$ cat src/design/assert_macros.svh
// assertion macros for the rtl files
// no dependencies; simulation gets the checks, synthesis gets empty bodies
`ifndef ASSERT_MACROS_SVH
`define ASSERT_MACROS_SVH

`ifndef SYNTHESIS

// same-cycle implication, gated by an active-low reset
`define ASSERT_IMPLY(label, clk, rst_n, ante, cons) \
    label: assert property (@(posedge clk) disable iff (!(rst_n)) (ante) |-> (cons)) \
        else $error("implication check failed");

// next-cycle implication, gated by an active-low reset
`define ASSERT_NEXT(label, clk, rst_n, ante, cons) \
    label: assert property (@(posedge clk) disable iff (!(rst_n)) (ante) |=> (cons)) \
        else $error("next-cycle check failed");

`else

`define ASSERT_IMPLY(label, clk, rst_n, ante, cons)
`define ASSERT_NEXT(label, clk, rst_n, ante, cons)

`endif

`endif

$ cat src/design/lrupr_pkg.sv
// shared constants and types for the lru page replacement block
// no dependencies; used by lrupr_cell and lru_page_replacement
package lrupr_pkg;

    // default sizing
    localparam int DEF_MAX_FRAMES = 16;
    localparam int DEF_PAGE_BITS  = 16;

    // fixed field widths
    localparam int TIME_W      = 32;
    localparam int FAULT_W     = 32;
    localparam int CFG_W       = 5;
    localparam int FRAME_IDX_W = 4;

    // register port
    localparam int APB_DATA_W = 32;
    localparam int APB_ADDR_W = 3;
    localparam int REG_IDX_W  = 1;
    localparam logic [REG_IDX_W-1:0] REG_FRAMES_IN_USE = 1'b0;
    localparam logic [CFG_W-1:0]     CFG_FRAMES_RESET  = 5'd16;

    // control flags of the search word passed from cell to cell
    typedef struct packed {
        logic valid;     // a search word is present
        logic hit;       // a matching resident frame was seen
        logic empty;     // an empty frame was seen
        logic have_old;  // an oldest candidate was recorded
    } t_scan_flags;

endpackage

$ cat src/design/lrupr_cell.sv
// one frame of the replacement chain: holds page, valid mark and last-use time
// depends on lrupr_pkg; instantiated in a row by lru_page_replacement
module lrupr_cell #(
    parameter int MAX_FRAMES = lrupr_pkg::DEF_MAX_FRAMES,
    parameter int PAGE_BITS  = lrupr_pkg::DEF_PAGE_BITS,
    parameter int CELL_IDX   = 0,
    localparam int IDX_W     = (MAX_FRAMES > 1) ? $clog2(MAX_FRAMES) : 1
) (
    input  logic                          i_clk,
    input  logic                          i_rst_n,
    input  logic                          i_active,
    // search word from the previous cell
    input  lrupr_pkg::t_scan_flags        i_flags,
    input  logic [PAGE_BITS-1:0]          i_page,
    input  logic [IDX_W-1:0]              i_hit_idx,
    input  logic [IDX_W-1:0]              i_empty_idx,
    input  logic [IDX_W-1:0]              i_old_idx,
    input  logic [lrupr_pkg::TIME_W-1:0]  i_old_time,
    input  logic [PAGE_BITS-1:0]          i_old_page,
    // search word to the next cell
    output lrupr_pkg::t_scan_flags        o_flags,
    output logic [PAGE_BITS-1:0]          o_page,
    output logic [IDX_W-1:0]              o_hit_idx,
    output logic [IDX_W-1:0]              o_empty_idx,
    output logic [IDX_W-1:0]              o_old_idx,
    output logic [lrupr_pkg::TIME_W-1:0]  o_old_time,
    output logic [PAGE_BITS-1:0]          o_old_page,
    // frame write broadcast
    input  logic                          i_upd_en,
    input  logic [IDX_W-1:0]              i_upd_idx,
    input  logic [PAGE_BITS-1:0]          i_upd_page,
    input  logic [lrupr_pkg::TIME_W-1:0]  i_upd_time
);

    localparam logic [IDX_W-1:0] MY_IDX = IDX_W'(CELL_IDX);

    // frame contents
    logic                          r_valid;
    logic [PAGE_BITS-1:0]          r_page;
    logic [lrupr_pkg::TIME_W-1:0]  r_time;

    // outgoing search word
    lrupr_pkg::t_scan_flags        r_flags, n_flags;
    logic [PAGE_BITS-1:0]          r_spage;
    logic [IDX_W-1:0]              r_hit_idx, n_hit_idx;
    logic [IDX_W-1:0]              r_empty_idx, n_empty_idx;
    logic [IDX_W-1:0]              r_old_idx, n_old_idx;
    logic [lrupr_pkg::TIME_W-1:0]  r_old_time, n_old_time;
    logic [PAGE_BITS-1:0]          r_old_page, n_old_page;

    // fold this frame into the search word
    always_comb begin
        n_flags     = i_flags;
        n_hit_idx   = i_hit_idx;
        n_empty_idx = i_empty_idx;
        n_old_idx   = i_old_idx;
        n_old_time  = i_old_time;
        n_old_page  = i_old_page;
        if (i_active) begin
            if (!i_flags.hit && r_valid && (r_page == i_page)) begin
                n_flags.hit = 1'b1;
                n_hit_idx   = MY_IDX;
            end
            if (!i_flags.empty && !r_valid) begin
                n_flags.empty = 1'b1;
                n_empty_idx   = MY_IDX;
            end
            // strict compare keeps the lower index on a tie
            if (!i_flags.have_old || (r_time < i_old_time)) begin
                n_flags.have_old = 1'b1;
                n_old_idx        = MY_IDX;
                n_old_time       = r_time;
                n_old_page       = r_page;
            end
        end
    end

    // search word advances one cell per cycle
    always_ff @(posedge i_clk) begin
        if (!i_rst_n) begin
            r_flags <= '0;
        end else begin
            r_flags <= n_flags;
        end
        r_spage     <= i_page;
        r_hit_idx   <= n_hit_idx;
        r_empty_idx <= n_empty_idx;
        r_old_idx   <= n_old_idx;
        r_old_time  <= n_old_time;
        r_old_page  <= n_old_page;
    end

    // frame write on a hit refresh, a fill or a replacement
    always_ff @(posedge i_clk) begin
        if (!i_rst_n) begin
            r_valid <= 1'b0;
        end else if (i_upd_en && (i_upd_idx == MY_IDX)) begin
            r_valid <= 1'b1;
        end
        if (i_upd_en && (i_upd_idx == MY_IDX)) begin
            r_page <= i_upd_page;
            r_time <= i_upd_time;
        end
    end

    assign o_flags     = r_flags;
    assign o_page      = r_spage;
    assign o_hit_idx   = r_hit_idx;
    assign o_empty_idx = r_empty_idx;
    assign o_old_idx   = r_old_idx;
    assign o_old_time  = r_old_time;
    assign o_old_page  = r_old_page;

endmodule

$ cat src/design/lru_page_replacement.sv
// top level of the lru page replacement block: register port, scan control, result register
// depends on lrupr_pkg, lrupr_cell and assert_macros.svh
//
// One page reference is handled at a time. An accepted word starts a search that walks the
// row of MAX_FRAMES frame cells, one cell per clock, collecting the first matching frame, the
// first empty frame and the oldest frame. The outcome is then held in the tail registers;
// once the output register is free, the chosen frame is written and the result is loaded.
// A new page is taken only after that result is loaded, since o_ready is high only in idle.
// The register frames_in_use (byte address 0) selects how many frames, from frame 0, take
// part; 0 acts as 1 and values above MAX_FRAMES act as MAX_FRAMES. Write it only while idle.
// No clearing pass is needed after reset.
`include "assert_macros.svh"

module lru_page_replacement #(
    parameter int MAX_FRAMES = lrupr_pkg::DEF_MAX_FRAMES,
    parameter int PAGE_BITS  = lrupr_pkg::DEF_PAGE_BITS
) (
    input  logic                                 i_clk,
    input  logic                                 i_rst_n,
    // reference words
    input  logic                                 i_valid,
    output logic                                 o_ready,
    input  logic [PAGE_BITS-1:0]                 i_page,
    // result words
    output logic                                 o_valid,
    input  logic                                 i_ready,
    output logic                                 o_hit,
    output logic [lrupr_pkg::FRAME_IDX_W-1:0]    o_frame_index,
    output logic                                 o_evicted_valid,
    output logic [PAGE_BITS-1:0]                 o_evicted_page,
    output logic [lrupr_pkg::FAULT_W-1:0]        o_fault_total,
    // register port
    input  logic                                 psel,
    input  logic                                 penable,
    input  logic                                 pwrite,
    input  logic [lrupr_pkg::APB_ADDR_W-1:0]     paddr,
    input  logic [lrupr_pkg::APB_DATA_W-1:0]     pwdata,
    output logic [lrupr_pkg::APB_DATA_W-1:0]     prdata,
    output logic                                 pready
);

    localparam int IDX_W = (MAX_FRAMES > 1) ? $clog2(MAX_FRAMES) : 1;
    localparam int CNT_W = $clog2(MAX_FRAMES + 1);
    localparam int CMP_W = (CNT_W > lrupr_pkg::CFG_W) ? CNT_W : lrupr_pkg::CFG_W;
    localparam int TW    = lrupr_pkg::TIME_W;

    typedef enum logic [2:0] {
        ST_IDLE = 3'b001,
        ST_SCAN = 3'b010,
        ST_DONE = 3'b100
    } t_state;

    // register port
    logic [lrupr_pkg::CFG_W-1:0]     r_frames_in_use;
    logic [lrupr_pkg::REG_IDX_W-1:0] w_reg_idx;
    logic                            w_cfg_wr;

    assign pready    = 1'b1;
    assign w_reg_idx = paddr[2];
    assign w_cfg_wr  = psel && penable && pwrite && pready;

    always_ff @(posedge i_clk) begin
        if (!i_rst_n) begin
            r_frames_in_use <= lrupr_pkg::CFG_FRAMES_RESET;
        end else if (w_cfg_wr && (w_reg_idx == lrupr_pkg::REG_FRAMES_IN_USE)) begin
            r_frames_in_use <= pwdata[lrupr_pkg::CFG_W-1:0];
        end
    end

    // register read
    always_comb begin
        prdata = '0;
        case (w_reg_idx)
            lrupr_pkg::REG_FRAMES_IN_USE:
                prdata = lrupr_pkg::APB_DATA_W'(r_frames_in_use);
            default:
                prdata = '0;
        endcase
    end

    // active frame count, clamped to one..MAX_FRAMES, and per-cell enables
    logic [CMP_W-1:0]      w_count;
    logic [MAX_FRAMES-1:0] w_active;

    always_comb begin
        w_count = CMP_W'(r_frames_in_use);
        if (w_count == '0) begin
            w_count = CMP_W'(1);
        end else if (w_count > CMP_W'(MAX_FRAMES)) begin
            w_count = CMP_W'(MAX_FRAMES);
        end
        for (int k = 0; k < MAX_FRAMES; k++) begin
            w_active[k] = (CMP_W'(k) < w_count);
        end
    end

    // control state
    t_state                  r_state, n_state;
    logic                    r_start;
    logic [PAGE_BITS-1:0]    r_req_page;
    logic [TW-1:0]           r_ref_clock;
    logic [lrupr_pkg::FAULT_W-1:0] r_fault_count;
    logic                    r_out_valid;
    logic                    w_accept;
    logic                    w_finish;
    logic                    w_tail_valid;

    // search words between cells
    lrupr_pkg::t_scan_flags  w_flags     [MAX_FRAMES+1];
    logic [PAGE_BITS-1:0]    w_page      [MAX_FRAMES+1];
    logic [IDX_W-1:0]        w_hit_idx   [MAX_FRAMES+1];
    logic [IDX_W-1:0]        w_empty_idx [MAX_FRAMES+1];
    logic [IDX_W-1:0]        w_old_idx   [MAX_FRAMES+1];
    logic [TW-1:0]           w_old_time  [MAX_FRAMES+1];
    logic [PAGE_BITS-1:0]    w_old_page  [MAX_FRAMES+1];

    // frame write broadcast
    logic                    w_upd_en;
    logic [IDX_W-1:0]        w_upd_idx;

    // captured outcome of the walk
    lrupr_pkg::t_scan_flags  r_tail_flags;
    logic [IDX_W-1:0]        r_tail_hit_idx;
    logic [IDX_W-1:0]        r_tail_empty_idx;
    logic [IDX_W-1:0]        r_tail_old_idx;
    logic [PAGE_BITS-1:0]    r_tail_old_page;

    assign o_ready      = (r_state == ST_IDLE);
    assign w_accept     = i_valid && o_ready;
    assign w_tail_valid = w_flags[MAX_FRAMES].valid;
    assign w_finish     = (r_state == ST_DONE) && (!r_out_valid || i_ready);

    // search word entering cell 0
    always_comb begin
        w_flags[0]       = '0;
        w_flags[0].valid = r_start;
        w_page[0]        = r_req_page;
        w_hit_idx[0]     = '0;
        w_empty_idx[0]   = '0;
        w_old_idx[0]     = '0;
        w_old_time[0]    = '0;
        w_old_page[0]    = '0;
    end

    // row of frame cells
    for (genvar g = 0; g < MAX_FRAMES; g++) begin : g_cell
        lrupr_cell #(
            .MAX_FRAMES (MAX_FRAMES),
            .PAGE_BITS  (PAGE_BITS),
            .CELL_IDX   (g)
        ) u_cell (
            .i_clk       (i_clk),
            .i_rst_n     (i_rst_n),
            .i_active    (w_active[g]),
            .i_flags     (w_flags[g]),
            .i_page      (w_page[g]),
            .i_hit_idx   (w_hit_idx[g]),
            .i_empty_idx (w_empty_idx[g]),
            .i_old_idx   (w_old_idx[g]),
            .i_old_time  (w_old_time[g]),
            .i_old_page  (w_old_page[g]),
            .o_flags     (w_flags[g+1]),
            .o_page      (w_page[g+1]),
            .o_hit_idx   (w_hit_idx[g+1]),
            .o_empty_idx (w_empty_idx[g+1]),
            .o_old_idx   (w_old_idx[g+1]),
            .o_old_time  (w_old_time[g+1]),
            .o_old_page  (w_old_page[g+1]),
            .i_upd_en    (w_upd_en),
            .i_upd_idx   (w_upd_idx),
            .i_upd_page  (r_req_page),
            .i_upd_time  (r_ref_clock)
        );
    end

    // victim choice: matching frame, else first empty, else oldest
    logic w_evict;

    always_comb begin
        w_evict = !r_tail_flags.hit && !r_tail_flags.empty;
        if (r_tail_flags.hit) begin
            w_upd_idx = r_tail_hit_idx;
        end else if (r_tail_flags.empty) begin
            w_upd_idx = r_tail_empty_idx;
        end else begin
            w_upd_idx = r_tail_old_idx;
        end
        w_upd_en = w_finish;
    end

    // sequencing
    always_comb begin
        n_state = r_state;
        case (r_state)
            ST_IDLE: if (w_accept)     n_state = ST_SCAN;
            ST_SCAN: if (w_tail_valid) n_state = ST_DONE;
            ST_DONE: if (w_finish)     n_state = ST_IDLE;
            default: n_state = ST_IDLE;
        endcase
    end

    always_ff @(posedge i_clk) begin
        if (!i_rst_n) begin
            r_state       <= ST_IDLE;
            r_start       <= 1'b0;
            r_ref_clock   <= '0;
            r_fault_count <= '0;
        end else begin
            r_state <= n_state;
            r_start <= w_accept;
            if (w_finish) begin
                r_ref_clock <= r_ref_clock + TW'(1);
                if (!r_tail_flags.hit) begin
                    r_fault_count <= r_fault_count + lrupr_pkg::FAULT_W'(1);
                end
            end
        end
    end

    // request page and walk outcome
    always_ff @(posedge i_clk) begin
        if (w_accept) begin
            r_req_page <= i_page;
        end
        if (w_tail_valid) begin
            r_tail_flags     <= w_flags[MAX_FRAMES];
            r_tail_hit_idx   <= w_hit_idx[MAX_FRAMES];
            r_tail_empty_idx <= w_empty_idx[MAX_FRAMES];
            r_tail_old_idx   <= w_old_idx[MAX_FRAMES];
            r_tail_old_page  <= w_old_page[MAX_FRAMES];
        end
    end

    // output register
    always_ff @(posedge i_clk) begin
        if (!i_rst_n) begin
            r_out_valid <= 1'b0;
        end else if (w_finish) begin
            r_out_valid <= 1'b1;
        end else if (i_ready) begin
            r_out_valid <= 1'b0;
        end
        if (w_finish) begin
            o_hit           <= r_tail_flags.hit;
            o_frame_index   <= lrupr_pkg::FRAME_IDX_W'(w_upd_idx);
            o_evicted_valid <= w_evict;
            o_evicted_page  <= w_evict ? r_tail_old_page : '0;
            o_fault_total   <= r_tail_flags.hit ? r_fault_count
                                                : r_fault_count + lrupr_pkg::FAULT_W'(1);
        end
    end

    assign o_valid = r_out_valid;

    // checks
    `ASSERT_NEXT(a_accept_starts_scan, i_clk, i_rst_n, w_accept, r_state == ST_SCAN && r_start)
    `ASSERT_IMPLY(a_tail_only_in_scan, i_clk, i_rst_n, w_tail_valid, r_state == ST_SCAN)
    `ASSERT_NEXT(a_finish_loads_result, i_clk, i_rst_n, w_finish, r_out_valid && o_ready)
    `ASSERT_NEXT(a_fault_steady, i_clk, i_rst_n, !w_finish, $stable(r_fault_count))

endmodule

$ cat config.mk
export PLATFORM = sky130hd
export DESIGN_NAME = lru_page_replacement
export DESIGN_NICKNAME = d
export VERILOG_FILES = /design/src/design/lrupr_pkg.sv /design/src/design/lrupr_cell.sv /design/src/design/lru_page_replacement.sv
export VERILOG_INCLUDE_DIRS = /design/src /design/src/design
export SDC_FILE = /design/constraint.sdc
export NUM_CORES = 2
export LEC_CHECK = 0
export BUFFER_PORTS_ARGS = -buffer_cell sky130_fd_sc_hd__buf_4
export CAP_MARGIN = 20
export CELL_PAD_IN_SITES_DETAIL_PLACEMENT = 2
export CELL_PAD_IN_SITES_GLOBAL_PLACEMENT = 2
export CORE_ASPECT_RATIO = 1.1
export CORE_MARGIN = 4
export CORE_UTILIZATION = 40
export DETAILED_ROUTE_END_ITERATION = 16
export GPL_ROUTABILITY_DRIVEN = 0
export GPL_TIMING_DRIVEN = 0
export PLACE_DENSITY = 0.81
export SLEW_MARGIN = 20
export SYNTH_ARGS = -nofsm -noshare
export SYNTH_HDL_FRONTEND = slang
export SYNTH_HIERARCHICAL = 1
export SYNTH_SLANG_ARGS = --single-unit
$ cat constraint.sdc
create_clock -name i_clk -period 10.85 [get_ports i_clk]
set_input_delay 0.5425 -clock i_clk [delete_from_list [all_inputs] [get_ports i_clk]]
set_output_delay 0.5425 -clock i_clk [all_outputs]
set_load 0.005 [all_outputs]
=== Yosys cells after proc, flatten, opt, wreduce, memory -nomap -nowiden ===
Index checks and enable logic that the tools add are counted.

* RAM bits: 0
* Register bits: 2177
* Logic and storage cells: 664
* Bits of input ports: 58
* Bits in read-only memories: 0
* Latch bits: 0
* Output and inout port bits: 89
* Memories kept: 0

* $mul: 0
* Divide/modulo/power cells: 0
* Muxes and demuxes: 220
* Bitwise operators: 1
* Equal/unequal tests: 37
* Reduce and logical (&&, ||, !) cells: 152
* Shifts and indexed selects: 0
* Magnitude comparators: 32
* Add/subtract/negate cells: 2

{| class="wikitable"
|+ Operator list
! cell !! number
|-
| two-way mux 32 bit || 29
|-
| less-than comparator 32 bit || 15
|-
| two-way mux 16 bit || 30
|-
| two-way mux 4 bit || 86
|-
| == test 16 bit || 16
|-
| logical AND 1 bit || 68
|-
| adder 32 x 1 -> 32 bit (second input constant) || 2
|-
| logical NOT 1 bit || 63
|-
| two-way mux 3 bit || 18
|-
| two-way mux 1 bit || 53
|-
| less-than comparator 4 x 5 -> 1 bit (first input constant) || 8
|-
| == test 4 bit (second input constant) || 8
|-
| less-than comparator 3 x 5 -> 1 bit (first input constant) || 4
|-
| == test 4 x 3 -> 1 bit (second input constant) || 4
|-
| logical OR 1 bit || 16
|-
| two-way mux 5 bit || 3
|-
| less-than comparator 1 x 5 -> 1 bit (first input constant) || 2
|-
| less-than comparator 2 x 5 -> 1 bit (first input constant) || 2
|-
| one-hot mux 3 bit (3 select lines) || 1
|-
| == test 4 x 2 -> 1 bit (second input constant) || 2
|-
| inequality test 2 x 1 -> 1 bit (second input constant) || 3
|-
| greater-than comparator 5 bit (second input constant) || 1
|-
| logical NOT 5 bit || 1
|-
| == test 4 x 1 -> 1 bit (second input constant) || 1
|-
| other kinds (8) || 8
|}

=== Depth between registers and ports, before layout ===
* Depth after elaboration: 5
* Gate-level depth with buffers: 10
* Gate-level depth less buffers: 8

=== By module ===
The synthesis kept the hierarchy.

{| class="wikitable"
|+ Modules (own cells, without submodules)
! module !! instances !! area each (um^2) !! seq. area each (um^2) !! cells each
|-
| lrupr_cell at g_cell[10].u_cell ... || 5 || 4762.1 || 3062.9 || 338
|-
| lrupr_cell at g_cell[11].u_cell ... || 2 || 4951.0 || 3062.9 || 338
|-
| lrupr_cell at g_cell[13].u_cell ... || 2 || 4947.2 || 3062.9 || 338
|-
| lrupr_cell at g_cell[1].u_cell ... || 2 || 4759.6 || 3062.9 || 338
|-
| lrupr_cell at g_cell[4].u_cell ... || 2 || 4755.8 || 3062.9 || 338
|-
| lru_page_replacement || 1 || 7543.5 || 4484.3 || 687
|-
| lrupr_cell at g_cell[9].u_cell || 1 || 4790.8 || 3062.9 || 339
|-
| lrupr_cell at g_cell[15].u_cell || 1 || 4762.1 || 3062.9 || 339
|-
| lrupr_cell at g_cell[0].u_cell || 1 || 4734.5 || 3062.9 || 338
|}

=== Worst setup path before layout ===
OpenSTA, ideal clock, no wires.

* Kind: input-to-reg
* Start: in i_ready
* End: reg g_cell[11].u_cell.r_page[0] (enable)
* Setup slack: 2.390 ns
* Stages: 6
* Required time: 10.272 ns
* Arrival time: 7.882 ns
* Library setup time: 0.578 ns
* Buffers on the path: 1
* Cell sequence: nand2b_1 nand2_1 inv_1 buf_1 nand2_1 nor4bb_1

* Word-level cells in the longest chain between the ends: 3

{| class="wikitable"
|+ Ends and longest elaborated chain
! item !! line !! text
|-
| from (decl) || lru_page_replacement.sv:26 || <nowiki>input logic i_ready,</nowiki>
|-
| logical OR 1 bit || lru_page_replacement.sv:131 || <nowiki>assign w_finish = (r_state == ST_DONE) && (!r_out_valid || i_ready);</nowiki>
|-
| logical AND 1 bit || lru_page_replacement.sv:131 ||
|-
| net w_finish || lru_page_replacement.sv:105 || <nowiki>logic w_finish;</nowiki>
|-
| logical AND 1 bit || lrupr_cell.sv:100 || <nowiki>if (i_upd_en && (i_upd_idx == MY_IDX)) begin</nowiki>
|-
| to (signal assigned) || lrupr_cell.sv:101 || <nowiki>r_page <= i_upd_page;</nowiki>
|-
| to (decl) || lrupr_cell.sv:39 || <nowiki>logic [PAGE_BITS-1:0] r_page;</nowiki>
|}

The timed path passes the listed nets, and every way through them passes these cells.
A chain may end at the register's enable or synchronous reset.

=== Final worst setup path ===
* Start: reg r_state[2]
* End: reg g_cell[4].u_cell/r_time[29] (netlist bit) (enable)

* Word-level cells in the longest chain between the ends: 3

{| class="wikitable"
|+ Ends and longest elaborated chain
! item !! line !! text
|-
| from (decl) || lru_page_replacement.sv:98 || <nowiki>t_state r_state, n_state;</nowiki>
|-
| from (signal assigned) || lru_page_replacement.sv:209 || <nowiki>r_state <= n_state;</nowiki>
|-
| == test 3 bit || lru_page_replacement.sv:131 ||
|-
| logical AND 1 bit || lru_page_replacement.sv:131 ||
|-
| net w_finish || lru_page_replacement.sv:105 ||
|-
| logical AND 1 bit || lrupr_cell.sv:100 ||
|-
| to (signal assigned) || lrupr_cell.sv:102 || <nowiki>r_time <= i_upd_time;</nowiki>
|-
| to (decl) || lrupr_cell.sv:40 || <nowiki>logic [lrupr_pkg::TIME_W-1:0] r_time;</nowiki>
|}

The timed path passes the listed nets, and every way through them passes these cells.

==> metrics.md <==
| Metric | Value |
|---|---|
| Clk buf depth | 3 |
| Core ar. | 0.2067 mm² |
| R2r worst-path depth | 14 |
| Row Count | ~180 |
| Placed Cells | 9015 |
| Worst vdd rail ir drop | 0.0001721 V |
| Die width | 442.6 µm |
| CTS resizes | 0 |
| Worst EP required | 11390 ps |
| Final hold violation count | 0 |
| Total Wirelength | 273000 µm |
| Initial antenna violation count | 3 |
| Status | complete, no violations |
| Post-CTS setup buffer count | 0 |
| Number of global-route vias before repair | 58111 |
| Max Clock Skew | 42.11 ps |
| PwrDens | 177.6 mW/mm² |
| Worst Path Buf+Inv | 10 |
| Worst hold-check path type | primary input to flip-flop |
| Max_cap viols | 0 |
| TritonCTS buffer count | 205 |
| Total congestion overflow | 0 |
| Worst-skew pair later-pin latency | 870 ps |
| Crit path launch type | flip-flop |
| Synthesized area | 0.08310 mm² |
| Iteration-0 DRC Markers | about 2800 |
| P&R area growth vs syn | 15.13% |
| Crit Path Max Fanout | 27 |
| Clock slew at reported path FFs | approximately 70 ps |
| Worst path max stage delay | between 600 and 700 ps |
| Min Tclk post-route | roughly 5400 ps |
| Final Slew Violations | 0 |
| Largest net degree at the start of global routing | 85 |
| Routed vias/inst | 5.297 |
| Crit path max-delay family | buffers and inverters |
| Crit end category | flip-flop |
| Fin crit share | 0.4973 |
| Synth Warn # | 6 |
| Starting Density | 0.4020 |
| Final Power | 16.99 mW |
| CTS H-tree lvls | 4 |
| Synth Instances | ~6000 |
| Die height | just under 500 µm |
| Cell repeated most along the worst path | buf_2 |
| DP Wirelength | around 150000 µm |
| Port Buffer Count | 89 |
| Critical Path, Cell by Cell | nor3b_2, nand2_1, inv_1, buf_2, buf_12, nand2_1, nor4_2, buf_2, buf_2, buf_2, buf_2, buf_2, buf_2, buf_2 |
| CP Data Arrival Time | 5930 ps |
| Via count | 49935 |
| CTS root buffer | clkbuf_16 |
| DRC errors left | 0 |
| RSZ-0062 raised after global routing | false |
| Top-Level Pins | 147 |
| Drt first pass iters | 5 |
| CTS tree | done |
| Antenna Nets Post-Route | 0 |
| Final setup violation count | 0 |
| First-pass GRT wire length | 404000 µm |
| Total track usage | 0.2486 |
| Critical-path top delay cell | nor4_2 |
| Hold Path Depth | 2 |
| Levels on crit path | 14 |
| Filler cell count | 19458 |
| # nets final | 7057 |
| DIE AREA | 0.2151 mm² |
| Crit path kind | flip-flop to flip-flop |
| Worst-margin pin slew | 1163 ps |
| WL/cell | roughly 29 µm |
| Post-Layout Cell Count | 9427 |
| Static leakage | 38.58 nW |
| Relative slew slack | 0.2247 |
| Clock sink count | between 2000 and 2500 |
| Fmax | 185.3 MHz |
| Share of layout cells above drive strength 1 | 0.2113 |
| Mean Syn Cell Area | ~14 µm² |
-- through the flow --
step / hold slack (ps) / util / setup TNS [ps] / worst slack [ps] / area [µm²]
floorplan: 348.7 / - / 0 / 2390 / 83580
global placement: 355.8 / 0.4242 / -329400 / -1758 / 87680
detailed placement: 358.1 / 0.4278 / 0 / 5621 / 88430
CTS: 8.593 / 0.4625 / 0 / 5447 / 95600
global route: 13.02 / 0.4628 / 0 / 5233 / 95670
finish: 66.47 / 0.4628 / 0 / 5454 / 95670
-- flip-flops by register name (all words and copies together), names as in the netlist, 2 cells and up --
name                       flops
g_cell.u_cell/o_flags         63
g_cell.u_cell/r_valid         16
g_cell.u_cell/o_hit_idx       64
r_tail_old_idx                 4
g_cell.u_cell/o_old_time     480
g_cell.u_cell/o_page         240
g_cell.u_cell/r_page         256
g_cell.u_cell/o_empty_idx     64
r_tail_old_page               16
o_evicted_page                16
r_tail_hit_idx                 4
g_cell.u_cell/r_time         512
r_frames_in_use                5
o_fault_total                 32
r_tail_empty_idx               4
r_state                        3
g_cell.u_cell/o_old_idx       64
g_cell.u_cell/o_old_page     256
r_fault_count                 32
r_tail_flags                   2
o_frame_index                  4
r_ref_clock                   32
r_req_page                    16
-- final timing paths --
kind | to | slack, ps | from
min reg2reg | g_cell[1].u_cell/o_page[5] | 360 | g_cell[0].u_cell/o_page[5]
max reg2reg | g_cell[4].u_cell/r_time[29] | 5450 | r_state[2]
max | g_cell[4].u_cell/r_time[29] | 5450 | r_state[2]
min | r_start | 70 | i_valid
-- area by class of cell --
type / instances / area (µm²) / share of cell area
flip-flops and latches: 2189 / 52540 / 0.5492
multi-input cells: 3280 / 27980 / 0.2925
inverters: 533 / 2001 / 0.02091
diodes: 1 / 2.502 / 0.00002616
well taps: 2743 / 3432 / 0.03587
repair buffers: 152 / 1491 / 0.01559
plain buffers: 140 / 1251 / 0.01308
clock buffers: 285 / 5956 / 0.06225
clock inverters: 104 / 1006 / 0.01052
-- report_power, final --
part	total, mW	internal, mW	leakage [nW]	switching, mW
clock	7.65	4.21	3.41	3.44
combinational	0.530	0.238	15.2	0.292
sequential	8.81	8.66	20.0	0.150
-- placed cells by master, fill, tap and decap left out, drive strengths merged, types with 22 or more instances in the layout --
cell type and instances:
a21o 22, a21oi 174, and2 37, and3 41, buf 244, clkbuf 312, clkinv 74, conb 131
dfxtp 1321, edfxtp 868, ha 498, inv 541, mux2 737, nand2 253, nand2b 25, nand3 75
nand4 145, nor2 125, nor2b 120, nor3 50, nor4 48, o211ai 34, o21a 66, o21ai 96
or2 99, xnor2 281, xor2 54
-- metal layers --
| metal | wire (µm) | share of wire | GRT usage | vias up |
|---|---|---|---|---|
| li1 | - | - | - | 21990 |
| met1 | 100600 | 0.37 | 0.2608 | 26029 |
| met2 | 148600 | 0.54 | 0.4821 | 1278 |
| met3 | 7636 | 0.028 | 0.02773 | 638 |
| met4 | 16140 | 0.059 | 0.1338 | 0 |
| met5 | 0 | 0 | 0 | - |
-- timing repair --
item	in CTS	in global routing
endpoints found under the hold margin	21	0
endpoints found under the setup margin	0	0
hold buffers	21	0
(Power assumes the default switching activity.)
